[config.mk]
export PLATFORM = sky130hd
export DESIGN_NAME = lobm_ram
export DESIGN_NICKNAME = d
export VERILOG_FILES = /design/src/rtl/lobm_ram.sv
export SDC_FILE = /design/constraint.sdc
export NUM_CORES = 2
export LEC_CHECK = 0
export BUFFER_PORTS_ARGS = -buffer_cell sky130_fd_sc_hd__buf_4
export CORE_UTILIZATION = 65
export DETAILED_ROUTE_END_ITERATION = 7
export PLACE_DENSITY = 0.81
export SYNTH_ARGS = -nofsm -noshare
export SYNTH_HDL_FRONTEND = slang
export SYNTH_SLANG_ARGS = --single-unit
[constraint.sdc]
create_clock -name clk -period 6.9 [get_ports clk]
set_input_delay 1.035 -clock clk [delete_from_list [all_inputs] [get_ports clk]]
set_output_delay 1.035 -clock clk [all_outputs]
set_load 0.01 [all_outputs]
[src/rtl/lobm_ram.sv]
// Generic single-write, single-read RAM with registered read data.
// No dependencies.
module lobm_ram #(
    parameter int WIDTH = 16,
    parameter int DEPTH = 256
) (
    input  logic                     clk,
    input  logic                     we,
    input  logic [$clog2(DEPTH)-1:0] waddr,
    input  logic [WIDTH-1:0]         wdata,
    input  logic [$clog2(DEPTH)-1:0] raddr,
    output logic [WIDTH-1:0]         rdata
);

    logic [WIDTH-1:0] mem [DEPTH];

    always_ff @(posedge clk)
    begin
        if (we)
        begin
            mem[waddr] <= wdata;
        end
        rdata <= mem[raddr];
    end

endmodule

# Yosys cells after proc, flatten, opt, wreduce, memory -nomap -nowiden
# Memory sizes are Yosys's and may differ from the RTL's. A register that Yosys moved wholly into a read port is not among the register bits.
# Index checks and enable logic that the tools add are counted.
# totals
input_bits,34
register_bits,0
output_inout_bits,16
elab_cells,3
memories,1
ram_bits,4096
# mem_list
name,depth,word_bits,rd,rd_ports_with_merged_regs,write_ports,line_no,rtl
mem,256,16,1,1,1,15,logic [WIDTH-1:0] mem [DEPTH];
# classes
muxes,2
# op_table
cell,n
1-bit two-way mux,2

# Longest topological paths before layout
# depth
depth_word,2
depth_mapped,12

# Worst setup path before layout
# OpenSTA, ideal clock, no wires.
# synth_path
kind,in2reg
startpoint,input waddr[3]
endpoint,memory mem[235][0] (enable)
arrival_ps,2812
setup_time_ps,388
path_slack_ps,3700
path_stages,6
t_required_ps,6512
path_cell_list,clkbuf_1 > nor2b_1 > clkbuf_1 > nand4_1 > clkbuf_1 > nor2_1
# synth_rtl
item,line_no,rtl
"start, declared",9,"input logic [$clog2(DEPTH)-1:0] waddr,"
"end, declared",15,
# Straight into the memory's write port.

==> summary.md <==
| Metric | Value |
|---|---|
| Worst Hold Depth | `1` |
| IO Count | `50` |
| Total power | `51.5 mW` |
| Int Power | `40.6 mW` |
| Startpoint types | `input port` |
| CTS Buffer Depth | `4` |
| Sequential area share after synthesis | `77.7%` |
| Flop pwr share | `53.6%` |
| Clk_lat worst skew | `1.01 ns` |
| Synth async-reset ratio | `0%` |
| DR pass1 iterations | `8` |
| Final GP Congestion | `0.928` |
| Ys Warns | `0` |
| Switch Pwr | `10.9 mW` |
| Worst path max stage delay | `0.56 ns` |
| CP Depth | `10` |
| Max-cap violations | `0` |
| Buf/Inv on CP | `4` |
| Critical Path AT | `5.28 ns` |
| Num rows | `181` |
| First-pass GRT wire length | `603,000 um` |
| Pwr dens | `292 nW/um^2` |
| Final wirelength | `429,000 um` |
| CTS tree | `done` |
| Gates resized, CTS repair | `0` |
| Synth top area cells | `edfxtp_1 (77%), mux4_2 (11%), mux2i_1 (3.6%)` |
| Synth Flop Type | `edfxtp_1` |
| Drt wl/cell | `38.2 um` |
| DR vias | `83,348` |
| Via-to-Cell Ratio | `7.41` |
| Initial antenna violation count | `37` |
| Tmin final | `4.41 ns` |
| Final setup vio count | `0` |
| CP Max Fanout | `83` |
| Worst min path class | `in2reg` |
| Post-Syn Instances | `7,360` |
| Post-synth EDFFs | `4,096` |
| Area Growth Syn to Fin | `11.3%` |
| Core Box Area | `243,000 um^2` |
| CP Class | `in2reg` |
| Final ANT Viol Nets | `0` |
| CTS sink count | `4,112` |
| Clock skew | `0.0802 ns` |
| Final Cycle Share | `64.0%` |
| Slew Viols, Final | `0` |
| Die Ht | `496 um` |
| Reg2Reg Depth | `5` |
| Hold buffers post-CTS | `0` |
| Critical-path cell list | `buf_16 > buf_12 > buf_12 > buf_4 > mux2i_1 > o221ai_1 > a21oi_1 > a21oi_1 > nand4_1 > nor4_1` |
| Root buffer cell | `clkbuf_16` |
| Mean Syn Cell Area | `21.6 um^2` |
| Synth unique cells | `52` |
| Full die area | `246,000 um^2` |
| #FFs+latches synth | `4,112` |
| Slew @ Worst Pin | `1.42 ns` |
| CP Capture Type | `flop` |
| Status | `completed` |
| Overflow after GRT | `0` |
| CTS Buf Count | `399` |
| Setup Fix Bufs, Post-CTS | `0` |
| CTS clk-pin slew, worst paths | `0.06 ns` |
| Lkg Pwr | `56.1 nW` |
| Post-DP HPWL | `232,000 um` |
| Syn nets | `7,394` |
| Top Family by Delay on Critical Path | `buffers and inverters` |
| Vias in the first global route | `82,958` |
| Comb power frac | `4.9%` |
| Clock network fraction of total power | `41.5%` |
| IO Port Bufs | `49` |
| Final Cell Area | `177,000 um^2` |
| NumNets Final | `7,761` |
| Placement Cell Area | `164,000 um^2` |
| Final setup TNS | `0 ns` |
| Share of post-route cells with drive strength above 1 | `23.7%` |
| Fin. Hold Viols | `0` |
| VDD IR max | `335 uV` |
| Peak Freq | `227 MHz` |
| Initial detailed-routing violation count | `13,769` |
| Yosys top cell area share | `77.5%` |
| CP required | `7.77 ns` |
| Unrepaired setup endpoints after global routing | `false` |
| Fin util | `72.7%` |
| Slew HR | `5.34%` |
| CTS HTree Levels | `5` |
| Synthesized cell area | `159,000 um^2` |
| Initial Utilization | `65.3%` |
| Synth area leader | `edfxtp_1` |
| Slowest stage cell, crit path | `a21oi_1` |
| Post-route DRC | `0` |
| Switch share | `21.2%` |
| Overall routing resource usage | `35.2%` |
| Horiz. Die Dim | `496 um` |
| Largest net degree at the start of global routing | `233` |
## Yosys cell counts (4+ instances only)
master and n:
edfxtp_1 4096, buf_4 26, a22o_1 32, nor3_1 92, o221ai_1 252, or2_2 4, mux4_2 797, buf_6 77
buf_12 5, nor4_1 17, a21oi_1 175, o22ai_1 148, o21ai_0 37, nand2_1 38, buf_1 27, nor2b_1 9
clkbuf_1 230, mux2i_1 565, a221oi_1 28, o31ai_1 16, a211oi_1 18, nand3_1 35, nand4_1 26, a31oi_1 6
nor2_1 304, buf_2 76, buf_8 11, mux2_2 88, o32ai_1 20, a2111oi_0 6, and3_1 11, a22oi_1 43
dfxtp_1 16
## cell type report
type                    instances  area [um^2]
inverters                       4         27.5
clock inverters               211         2100
repair buffers                418         3770
multi-input cells            2792        32900
fillers                     12481        66400
diodes                         15         37.5
well taps                    3202         4010
clock buffers                 492        10400
flip-flops and latches       4112       123000
## layer usage
layer / track usage, % / up-vias / wire length (um)
li1: - / 31961 / -
met1: 46.4 / 42215 / 138000
met2: 53.7 / 7678 / 200000
met3: 9.91 / 1460 / 62500
met4: 19.8 / 34 / 28200
met5: 0 / - / 226
## registers in the layout, summed over array words and instances, names as in the netlist
name and count:
rdata 16, mem 4096
## path summary, 6_finish.rpt
| check | from | slack (ns) | to |
|---|---|---|---|
| setup / recovery | raddr[0] | 2.49 | rdata[6] |
| hold / removal | wdata[13] | 0.35 | mem[78][13] |
| setup reg to reg | mem[59][13] | 3.78 | rdata[13] |
| hold reg to reg | mem[216][5] | 1.09 | rdata[5] |
## kinds of logic after synthesis
kind of cell           count (synthesis)  share of synthesized area, %
and+or+nand+nor                      556                          1.57
buffers and inverters                456                          1.69
muxes                               1450                          15.5
DFF                                 4112                          77.7
AOI/OAI and AO/OA                    786                          3.54
## through the flow
stage,std cells,hold slack [ns],setup slack (ns)
final,11246,0.353,2.49
after global routing,11236,0.358,2.66
after CTS,11230,0.309,2.85
after detailed placement,10527,1.04,1.89
after global placement,10527,1.02,1.93
after floorplan,7360,0.854,3.70
## power groups by stage
stage | Sequential (mW) | Clock (mW) | Combinational [mW]
3_5_place_dp | 28.1 | 0 | 2.44
5_1_grt | 27.6 | 22.3 | 2.60
2_1_floorplan | 28.1 | 0 | 1.36
4_1_cts | 27.6 | 21.4 | 2.49
6_report | 27.6 | 21.4 | 2.55
3_3_place_gp | 28.1 | 0 | 2.36
## layout by cell type (no fill, tap or decap), types with 38 or more instances in the layout
cell	synthesis	layout
nor2_1	304	264
o22ai_1	148	148
clkinv_2	0	59
bufinv_16	0	41
a22oi_1	43	43
a21oi_1	175	175
clkinv_1	0	82
o221ai_1	252	252
nor3_1	92	88
clkbuf_16	0	403
buf_12	5	38
edfxtp_1	4096	4096
buf_4	26	360
mux2i_1	565	565
nor2_2	0	40
nand2_1	38	38
clkbuf_1	230	86
mux4_2	797	797
mux2_2	88	88
No activity file was read; power rests on OpenSTA's default activity.
