File: config.mk
export PLATFORM = sky130hd
export DESIGN_NAME = lobm_search
export DESIGN_NICKNAME = d
export VERILOG_FILES = /design/src/rtl/lobm_pkg.sv /design/src/rtl/lobm_search.sv
export SDC_FILE = /design/constraint.sdc
export NUM_CORES = 1
export LEC_CHECK = 0
export BUFFER_PORTS_ARGS = -buffer_cell sky130_fd_sc_hd__clkbuf_2
export CORE_AREA = 2 2 104 106
export CTS_BUF_LIST = sky130_fd_sc_hd__clkbuf_8
export CTS_CLUSTER_SIZE = 16
export DETAILED_ROUTE_END_ITERATION = 7
export DIE_AREA = 0 0 106 108
export GPL_TIMING_DRIVEN = 0
export HOLD_SLACK_MARGIN = 0.08
export PLACE_DENSITY = 0.72
export SYNTH_ARGS = -nofsm -noshare
export SYNTH_HDL_FRONTEND = slang
export SYNTH_SLANG_ARGS = --single-unit
File: constraint.sdc
create_clock -name clk -period 2.6 [get_ports clk]
set_input_delay 0.26 -clock clk [delete_from_list [all_inputs] [get_ports clk]]
set_output_delay 0.26 -clock clk [all_outputs]
set_load 0.03 [all_outputs]
File: src/rtl/lobm_pkg.sv
// Package for the limit order book matcher: sizes, result codes, sequencer states,
// search-unit structs and small slot/address helpers.
// No dependencies.
package lobm_pkg;

    localparam int PRICE_TICKS      = 256;
    localparam int LEVEL_DEPTH      = 8;
    localparam int MAX_SWEEP_TRADES = 63;

    localparam int QTY_W   = 16;
    localparam int PX_W    = 8;
    localparam int PRICE_W = $clog2(PRICE_TICKS);
    localparam int HEAD_W  = (LEVEL_DEPTH > 1) ? $clog2(LEVEL_DEPTH) : 1;
    localparam int CNT_W   = $clog2(LEVEL_DEPTH + 1);
    localparam int META_W  = CNT_W + HEAD_W;
    localparam int QDEPTH  = PRICE_TICKS * LEVEL_DEPTH;
    localparam int QA_W    = $clog2(QDEPTH);
    localparam int N_W     = $clog2(MAX_SWEEP_TRADES + 1);
    localparam int CMP_W   = (PRICE_W > PX_W) ? PRICE_W : PX_W;
    localparam int LO_W    = PRICE_W / 2;
    localparam int HI_W    = PRICE_W - LO_W;

    // result codes
    typedef enum logic [2:0] {
        K_MATCHED  = 3'd0,
        K_RESTED   = 3'd1,
        K_REJECTED = 3'd2,
        K_TRADE    = 3'd3,
        K_DONE     = 3'd4,
        K_CAPPED   = 3'd5
    } kind_t;

    typedef enum logic [3:0] {
        ST_IDLE,
        ST_A_SRCH,
        ST_A_SWAIT,
        ST_A_XRD,
        ST_A_XQRD,
        ST_A_XUPD,
        ST_A_ORD,
        ST_A_OCHK,
        ST_W_SB,
        ST_W_SBW,
        ST_W_SA,
        ST_W_SAW,
        ST_W_MRD,
        ST_W_QRD,
        ST_W_EXE,
        ST_PUSH
    } state_t;

    // per-level bookkeeping word
    typedef struct packed {
        logic [CNT_W-1:0]  cnt;
        logic [HEAD_W-1:0] head;
    } meta_t;

    typedef struct packed {
        logic start;
        logic find_max;
    } srch_req_t;

    typedef struct packed {
        logic               done;
        logic               found;
        logic [PRICE_W-1:0] idx;
    } srch_res_t;

    function automatic logic [QA_W-1:0] qaddr(input logic [PRICE_W-1:0] price,
                                              input logic [HEAD_W-1:0] slot);
        return QA_W'(price) * QA_W'(LEVEL_DEPTH) + QA_W'(slot);
    endfunction

    // (head + count) mod depth, both below depth
    function automatic logic [HEAD_W-1:0] slot_after(input logic [HEAD_W-1:0] head,
                                                     input logic [CNT_W-1:0] cnt);
        logic [CNT_W:0] s;
        s = (CNT_W+1)'(head) + (CNT_W+1)'(cnt);
        if (s >= (CNT_W+1)'(LEVEL_DEPTH))
        begin
            s = s - (CNT_W+1)'(LEVEL_DEPTH);
        end
        return HEAD_W'(s);
    endfunction

    function automatic logic [HEAD_W-1:0] head_inc(input logic [HEAD_W-1:0] head);
        logic [HEAD_W-1:0] r;
        if (head == HEAD_W'(LEVEL_DEPTH - 1))
        begin
            r = '0;
        end
        else
        begin
            r = head + HEAD_W'(1);
        end
        return r;
    endfunction

endpackage

File: src/rtl/lobm_search.sv
// Best-level finder: two registered stages (group, then level in group) over an
// occupancy vector. Lowest set level or highest set level. Uses lobm_pkg.
module lobm_search (
    input  logic                          clk,
    input  logic                          rst_n,
    input  lobm_pkg::srch_req_t           req,
    input  logic [lobm_pkg::PRICE_TICKS-1:0] occ,
    output lobm_pkg::srch_res_t           res
);
    import lobm_pkg::*;

    localparam int POW = 1 << PRICE_W;
    localparam int NG  = 1 << HI_W;
    localparam int GS  = 1 << LO_W;

    logic [POW-1:0]     occ_pad;
    logic [NG-1:0]      grp_any;
    logic [HI_W-1:0]    grp_pick;
    logic [GS-1:0]      sub;
    logic [LO_W-1:0]    sub_pick;

    logic               s1_reg;
    logic               max_reg;
    logic               gfound_reg;
    logic [HI_W-1:0]    grp_reg;
    logic               done_reg;
    logic               found_reg;
    logic [PRICE_W-1:0] idx_reg;

    assign occ_pad = POW'(occ);

    // stage 1: which group holds the best level
    always_comb
    begin
        grp_pick = '0;
        for (int g = 0; g < NG; g++)
        begin
            grp_any[g] = |occ_pad[g*GS +: GS];
        end
        if (req.find_max)
        begin
            for (int g = 0; g < NG; g++)
            begin
                if (grp_any[g])
                begin
                    grp_pick = HI_W'(g);
                end
            end
        end
        else
        begin
            for (int g = NG - 1; g >= 0; g--)
            begin
                if (grp_any[g])
                begin
                    grp_pick = HI_W'(g);
                end
            end
        end
    end

    // stage 2: best level inside the chosen group
    always_comb
    begin
        sub      = occ_pad[{grp_reg, {LO_W{1'b0}}} +: GS];
        sub_pick = '0;
        if (max_reg)
        begin
            for (int j = 0; j < GS; j++)
            begin
                if (sub[j])
                begin
                    sub_pick = LO_W'(j);
                end
            end
        end
        else
        begin
            for (int j = GS - 1; j >= 0; j--)
            begin
                if (sub[j])
                begin
                    sub_pick = LO_W'(j);
                end
            end
        end
    end

    always_ff @(posedge clk or negedge rst_n)
    begin
        if (!rst_n)
        begin
            s1_reg   <= 1'b0;
            done_reg <= 1'b0;
        end
        else
        begin
            s1_reg   <= req.start;
            done_reg <= s1_reg;
        end
    end

    always_ff @(posedge clk)
    begin
        if (req.start)
        begin
            max_reg    <= req.find_max;
            grp_reg    <= grp_pick;
            gfound_reg <= |grp_any;
        end
        if (s1_reg)
        begin
            found_reg <= gfound_reg;
            idx_reg   <= PRICE_W'({grp_reg, sub_pick});
        end
    end

    assign res.done  = done_reg;
    assign res.found = found_reg;
    assign res.idx   = idx_reg;

endmodule

==> Word level (Yosys, flattened, before mapping) <==
Cells that the tools add are included.
{ "classes": {"reduce_logical": 17, "n_shift": 1, "mux": 64} }
{ "ops": {"columns": ["cell", "count"], "rows": [
  ["OR reduction 16 bit", 16],
  ["OR reduction 256 bit", 1],
  ["variable part select 256 x 9 -> 16 bit", 1],
  ["2-to-1 mux 4 bit", 62],
  ["2-to-1 mux 1 bit", 2]
]} }
{ "totals": {"reg_bits": 17, "inputBits": 260, "word_cells": 89, "out_inout_bits": 10} }

==> Longest topological paths before layout <==
Gate-level depths: netlist of the first run.
{ "logic_depth": {"word_depth": 18, "mapped_depth": 10, "depth_no_buf": 7} }

==> Least setup slack after synthesis of the first run <==
Ideal clock, no wire load.
{ "synth_path": {"kind": "flip-flop to flip-flop", "startpoint": "register grp_reg[1]", "endpoint": "register idx_reg[1] (data pin)", "synth_period_minus_slack_ps": 2372, "t_required_ps": 2338, "setup_ps": 262, "n_path_buf": 3, "path_stages_with_launch": 10, "slack_ps": 228, "arrival_time_ps": 2110, "cell_sequence": "edfxtp_1 buf_4 buf_2 clkbuf_1 mux4_2 a22o_1 nor3_2 o211ai_1 a21boi_1 o22ai_1"} }
{ "synth_via": {"elab_chain_len": 18, "word_cells_on_any_way": 32, "classes_between": "shift (1); mux (31)"} }
{ "synth_rtl": {"columns": ["element", "line", "rtl"], "rows": [
  ["start: declaration", "lobm_search.sv:25", "logic [HI_W-1:0] grp_reg;"],
  ["start signal: assignment", "lobm_search.sv:108", "grp_reg <= grp_pick;"],
  ["variable part select 256 x 9 -> 16 bit *", "lobm_search.sv:65", "sub = occ_pad[{grp_reg, {LO_W{1'b0}}} +: GS];"],
  ["2-to-1 mux 4 bit (16 in series)", "lobm_search.sv:81", "if (sub[j])"],
  ["2-to-1 mux 4 bit *", "lobm_search.sv:67", "if (max_reg)"],
  ["net sub_pick[1]", "lobm_search.sv:20", "logic [LO_W-1:0] sub_pick;"],
  ["end signal: assignment", "lobm_search.sv:114", "idx_reg <= PRICE_W'({grp_reg, sub_pick});"],
  ["end: declaration", "lobm_search.sv:28", "logic [PRICE_W-1:0] idx_reg;"]
]} }
The timed path passes the listed nets; every way through them passes the cells marked *.
A chain may end at the register's enable or synchronous reset.

==> Worst setup path after layout of the first run <==
{ "layout_path": {"startpoint": "register grp_reg[1]", "endpoint": "register idx_reg[0] (data pin)"} }
Same word-level chain as after synthesis.

==> results of run 1 <==
[where the power goes]
| part | switching [mW] | internal, mW |
|---|---|---|
| clock network | 0.0933 | 0.106 |
| logic | 0.618 | 0.606 |
| registers | 0.0163 | 0.327 |
[cells in the mapped netlist, types with 6 or more instances]
cell type / count
a21oi_1: 9
a22o_1: 9
a22oi_1: 14
buf_2: 8
buf_6: 6
edfxtp_1: 15
mux4_1: 16
mux4_2: 48
nand2_1: 19
nand4_1: 14
nor2_1: 17
nor2b_1: 7
nor4_1: 64
o21ai_0: 10
[through the flow]
step | setup WS [ps] | setup TNS (ps)
after floorplan | 228 | 0
after global placement | -407 | -1450
after detailed placement | -444 | -1580
after CTS | -84.0 | -300
after global routing | -243 | -883
final | -153 | -448
[routing by layer]
metal | share of wire (%) | track usage (%) | up-vias
met5 | 0 | 0 | -
met4 | 4.5 | 11.9 | 0
met3 | 10 | 7.78 | 76
met2 | 49 | 59.9 | 411
met1 | 36 | 39.9 | 2373
li1 | - | - | 2093
[area by class of cell]
type | count | area, um2 | area share, %
multi-input combinational | 287 | 3060 | 54.7
timing repair buffer | 288 | 1540 | 27.5
sequential | 17 | 500 | 8.94
buffer | 23 | 258 | 4.61
tap | 136 | 170 | 3.04
clock buffer | 3 | 41.3 | 0.738
inverter | 5 | 18.8 | 0.335
clock inverter | 1 | 5.00 | 0.0894
[how the worst min path moves through the flow]
| stage | from | end | cells past startpoint | slack [ps] |
|---|---|---|---|---|
| after floorplan | rst_n | done_reg | 0 | -40 |
| after global placement | rst_n | done_reg | 1 | 50 |
| after detailed placement | rst_n | done_reg | 1 | 50 |
| after CTS | req[1] | s1_reg | 1 | 260 |
| after global routing | req[1] | s1_reg | 1 | 270 |
| final | req[1] | s1_reg | 1 | 260 |
[cells by family (layout without fill, tap and decap cells)]
family,Yosys count,in the layout
AND/OR/NAND/NOR,148,148
AO/OA/AOI/OAI,75,75
multiplexers,64,64
buffers and inverters,28,320
flip-flops,17,17
[repair_timing]
action | CTS | global route
endpoints found under the setup margin | 4 | 4
hold buffers | 1 | 0
resized for setup | 31 | 33
buffers inserted | 1 | 15
cloned | 0 | 2
pin swaps | 2 | 16
endpoints found under the hold margin | 2 | 0
==> impl_metrics.tcl, run 1 <==
set metrics [dict create \
    status "complete, but fails checks" \
    violations "setup timing" \
    syn-num-nets 592 \
    max_stage_delay_ps 550 \
    synth-simple-area-share_pct 23.2 \
    die_w_um 106 \
    synthAdderAreaFrac_pct 0 \
    finalHoldViolations 0 \
    port_buffers 269 \
    drc 0 \
    die_area_um2 11400 \
    place_area_um2 5180 \
    rr_worst_depth 10 \
    worstPathCellList "buf_8 > buf_8 > buf_8 > mux4_2 > a22oi_1 > nand2_1 > nor2_1 > o2111ai_1 > a211o_1 > nand4_1" \
    cts_sinks 17 \
    grt_pass1_vias 5083 \
    numCtsBuffers 3 \
    end_kind "flip-flop" \
    cts_root_buffer "clkbuf_8" \
    core_um2 10200 \
    synth_area_leaders "mux4_2 29%, edfxtp_1 12%, mux4_1 11%" \
    pin_count 270 \
    reg2reg_from "grp_reg[1]" \
    timing.final.ws_setup_ps -153 \
    die_h_um 108 \
    finalSetupViolations 4 \
    critical_path_buf_inv_count 3 \
    rows 37 \
    final_cell_mix "271 x clkbuf_2, 64 x nor4_1, 58 x mux4_2" \
    overflow 0 \
    drive_gt1_share_pct 64.9 \
    min_period_ps 2750 \
    syn_avg_cell_area_um2 11.0 \
    initial_core_util_pct 35.8 \
    synth_edf_count 15 \
    rsz0062_at_grt "true" \
    seq_area_frac_synth_pct 13.7 \
    cts_tree "built" \
    cp-startpoint "grp_reg[1]" \
    crit_end "idx_reg[0]" \
    synth_top_family_by_area "multiplexers" \
    ant_nets 0 \
    synthXorXnorAreaFrac_pct 0 \
    maxCapViolations 0 \
    fmax_ghz 0.363 \
    start_kind "flip-flop" \
    crit_top_cell "buf_8" \
    syn_area_um2 3660 \
    crit_required_ps 2690 \
    final_max_slew_viol_count 0 \
    ir_drop_mv 0.231 \
    grt_use_total_pct 33.6 \
    leakage_nw 2.38 \
    gp_congestion 1.07 \
    r2r_end "idx_reg[0]" \
    dpl.hpwl_um 17200 \
    final_util_pct 54.7 \
    wire_per_inst_um 26.5 \
    r2r_slack_ps -150 \
    hold_ws_ps 258 \
    max_slew_margin_pct 45.6 \
    diodes 0 \
    synthMuxAreaShare_pct 41.0 \
    placed_cells 737 \
    finalClockSkew_ps 8.13 \
    synth_flop_cell "edfxtp_1" \
    syn_to_final_growth_pct 52.7 \
    clkLatencyLatePin_ps 260 \
    fillers 1009 \
    ys_async_sr_fraction_pct 11.8 \
    antenna_found_initial 0 \
    critPathKind "flip-flop to flip-flop" \
    power_density_nw_per_um2 316 \
    htree_num_levels 1 \
    viasPerCell 6.52 \
    clockBufferDepth 2 \
    synth_cells 332 \
    ys_types 47 \
    cp.arrival_ps 2840 \
    yosys_warnings 0 \
    clk_pin_slew_ps 70 \
    cp_slowest_cell "mux4_2" \
    vias 4953 \
    drtPass1Iterations 5 \
    routed_wl_um 20100 \
    crit_family "compound AO/OA/AOI/OAI gates" \
    grt_pass1_wl_um 28700 \
    synth_area_leader_cell "mux4_2" \
    hold_class "input pin to flip-flop" \
    stdcell_count 760 \
    power.total_mw 1.77 \
    finalCritPeriodShare_pct 106 \
    grt_max_degree 11 \
    design_area_um2 5600 \
    final_common_cell "clkbuf_2" \
    layout.nets 885 \
    worstMarginPinSlew_ps 809 \
    worstPathMaxFanout 10 \
    synth.top_cell.area_share_pct 29.5 \
    ys_ff_latch 17 \
    critical_path_depth 10 \
    synth_compound_area_share_pct 16.6 \
    largest_register_ffs 8 \
    drt_iter0_markers 375 \
]
Power figures use the tool's default switching activity.
==> run 2: changes to the inputs <==
clock period = 2.7 ns   (was 2.6 ns; I/O delays follow)
==> impl_metrics.tcl, run 2 (synthesized netlist as in run 1, its figures left out) <==
set metrics [dict create \
    final_util_pct 54.8 \
    rr_worst_depth 10 \
    rows 37 \
    cts_root_buffer "clkbuf_8" \
    leakage_nw 2.38 \
    layout.nets 886 \
    grt_use_total_pct 33.6 \
    clockBufferDepth 2 \
    fmax_ghz 0.364 \
    clkLatencyLatePin_ps 260 \
    finalClockSkew_ps 9.53 \
    grt_pass1_vias 5055 \
    final_common_cell "clkbuf_2" \
    critical_path_depth 10 \
    core_um2 10200 \
    cts_sinks 17 \
    timing.final.ws_setup_ps -49.7 \
    min_to "s1_reg" \
    cts_tree "built" \
    die_h_um 108 \
    min_path_cells 1 \
    clk_pin_slew_ps 70 \
    finalSetupViolations 2 \
    rsz0062_at_grt "true" \
    violations "setup timing" \
    worstPathCellList "buf_12 > buf_12 > buf_12 > mux4_2 > a22oi_2 > nand2_2 > and2b_1 > nand2_1 > a21boi_2 > o22a_1" \
    cp_slowest_cell "mux4_2" \
    pin_count 270 \
    port_buffers 269 \
    critPathKind "flip-flop to flip-flop" \
    min_period_ps 2750 \
    diodes 0 \
    drtPass1Iterations 5 \
    ir_drop_mv 0.223 \
    dpl.hpwl_um 17200 \
    place_area_um2 5180 \
    finalHoldViolations 0 \
    status "complete, but fails checks" \
    vias 4994 \
    overflow 0 \
    finalCritPeriodShare_pct 102 \
    gp_congestion 1.07 \
    start_kind "flip-flop" \
    wire_per_inst_um 26.8 \
    initial_core_util_pct 35.8 \
    hold_class "input pin to flip-flop" \
    r2r_slack_ps -50 \
    final_cell_mix "271 x clkbuf_2, 64 x nor4_1, 60 x mux4_2" \
    viasPerCell 6.56 \
    die_w_um 106 \
    maxCapViolations 0 \
    numCtsBuffers 3 \
    htree_num_levels 1 \
    grt_pass1_wl_um 28700 \
    grt_max_degree 11 \
    max_stage_delay_ps 540 \
    hold_ws_ps 268 \
    r2r_end "idx_reg[2]" \
    largest_register_ffs 8 \
    drc 0 \
    ant_nets 0 \
    max_slew_margin_pct 49.4 \
    worstPathMaxFanout 7 \
    drive_gt1_share_pct 65.9 \
    design_area_um2 5610 \
    routed_wl_um 20400 \
    critical_path_buf_inv_count 3 \
    power_density_nw_per_um2 306 \
    crit_family "compound AO/OA/AOI/OAI gates" \
    die_area_um2 11400 \
    crit_required_ps 2700 \
    reg2reg_from "grp_reg[0]" \
    crit_top_cell "buf_12" \
    worstMarginPinSlew_ps 752 \
    syn_to_final_growth_pct 53.1 \
    end_kind "flip-flop" \
    final_max_slew_viol_count 0 \
    antenna_found_initial 0 \
    drt_iter0_markers 388 \
    cp.arrival_ps 2750 \
    worstHoldStart "req[1]" \
]
run 2: changes by cell type in the layout (fill, tap and decap cells not counted):
cell,before,now
a22o_1,9,8
buf_12,5,6
nor2_1,14,12
buf_4,17,18
nor2_2,2,4
a22o_2,0,1
a21boi_2,0,1
buf_8,6,5
mux4_2,58,60
a21boi_1,3,2
mux4_1,6,4
run 2: worst max-delay path by stage:
stage,from,to,slack (ps)
3_3_place_gp,grp_reg[1],idx_reg[1],-310
4_1_cts,grp_reg[0],idx_reg[0],0.3
6_report,grp_reg[0],idx_reg[2],-50
2_1_floorplan,grp_reg[1],idx_reg[1],330
5_1_grt,grp_reg[0],idx_reg[0],-130
3_5_place_dp,grp_reg[1],idx_reg[1],-340
run 2: power by group:
group | total [mW] | internal, mW | switching [mW] | leakage [nW]
Sequential | 0.332 | 0.315 | 0.0164 | 0.171
Combinational | 1.19 | 0.590 | 0.603 | 2.19
Clock | 0.193 | 0.103 | 0.0908 | 0.0255
Total | 1.72 | 1.01 | 0.710 | 2.38
run 2: metal layers:
metal	track usage, %	share of wire [%]	vias up
met1	39.8	37	2412
li1	-	-	2095
met4	12.6	4.5	0
met2	59.4	48	418
met3	7.96	9.7	69
met5	0	0	-
run 2: metrics by stage:
stage | total power, mW | setup WS, ps | instances | setup TNS, ps
floorplan | 0.903 | 328 | 332 | 0
global placement | 1.33 | -307 | 737 | -1050
detailed placement | 1.33 | -344 | 737 | -1180
CTS | 1.56 | 0.289 | 742 | 0
global route | 1.79 | -128 | 761 | -386
finish | 1.72 | -49.7 | 761 | -90.2
run 2: cell type report:
cell class                      instances  area [um2]
Tap cell                              136         170
Buffer                                 23         262
Clock buffer                            3        41.3
Timing Repair Buffer                  289        1550
Multi-Input combinational cell        287        3060
Inverter                                5        18.8
Fill cell                            1007        4620
Clock inverter                          1        5.00
Sequential cell                        17         500
run 2: repair_timing:
action | CTS | global route
buffers inserted | 0 | 17
hold endpoints to repair | 2 | 0
endpoints found under the setup margin | 4 | 4
hold buffers | 1 | 0
gates resized for setup | 25 | 47
pin swaps | 2 | 18
cloned | 0 | 2
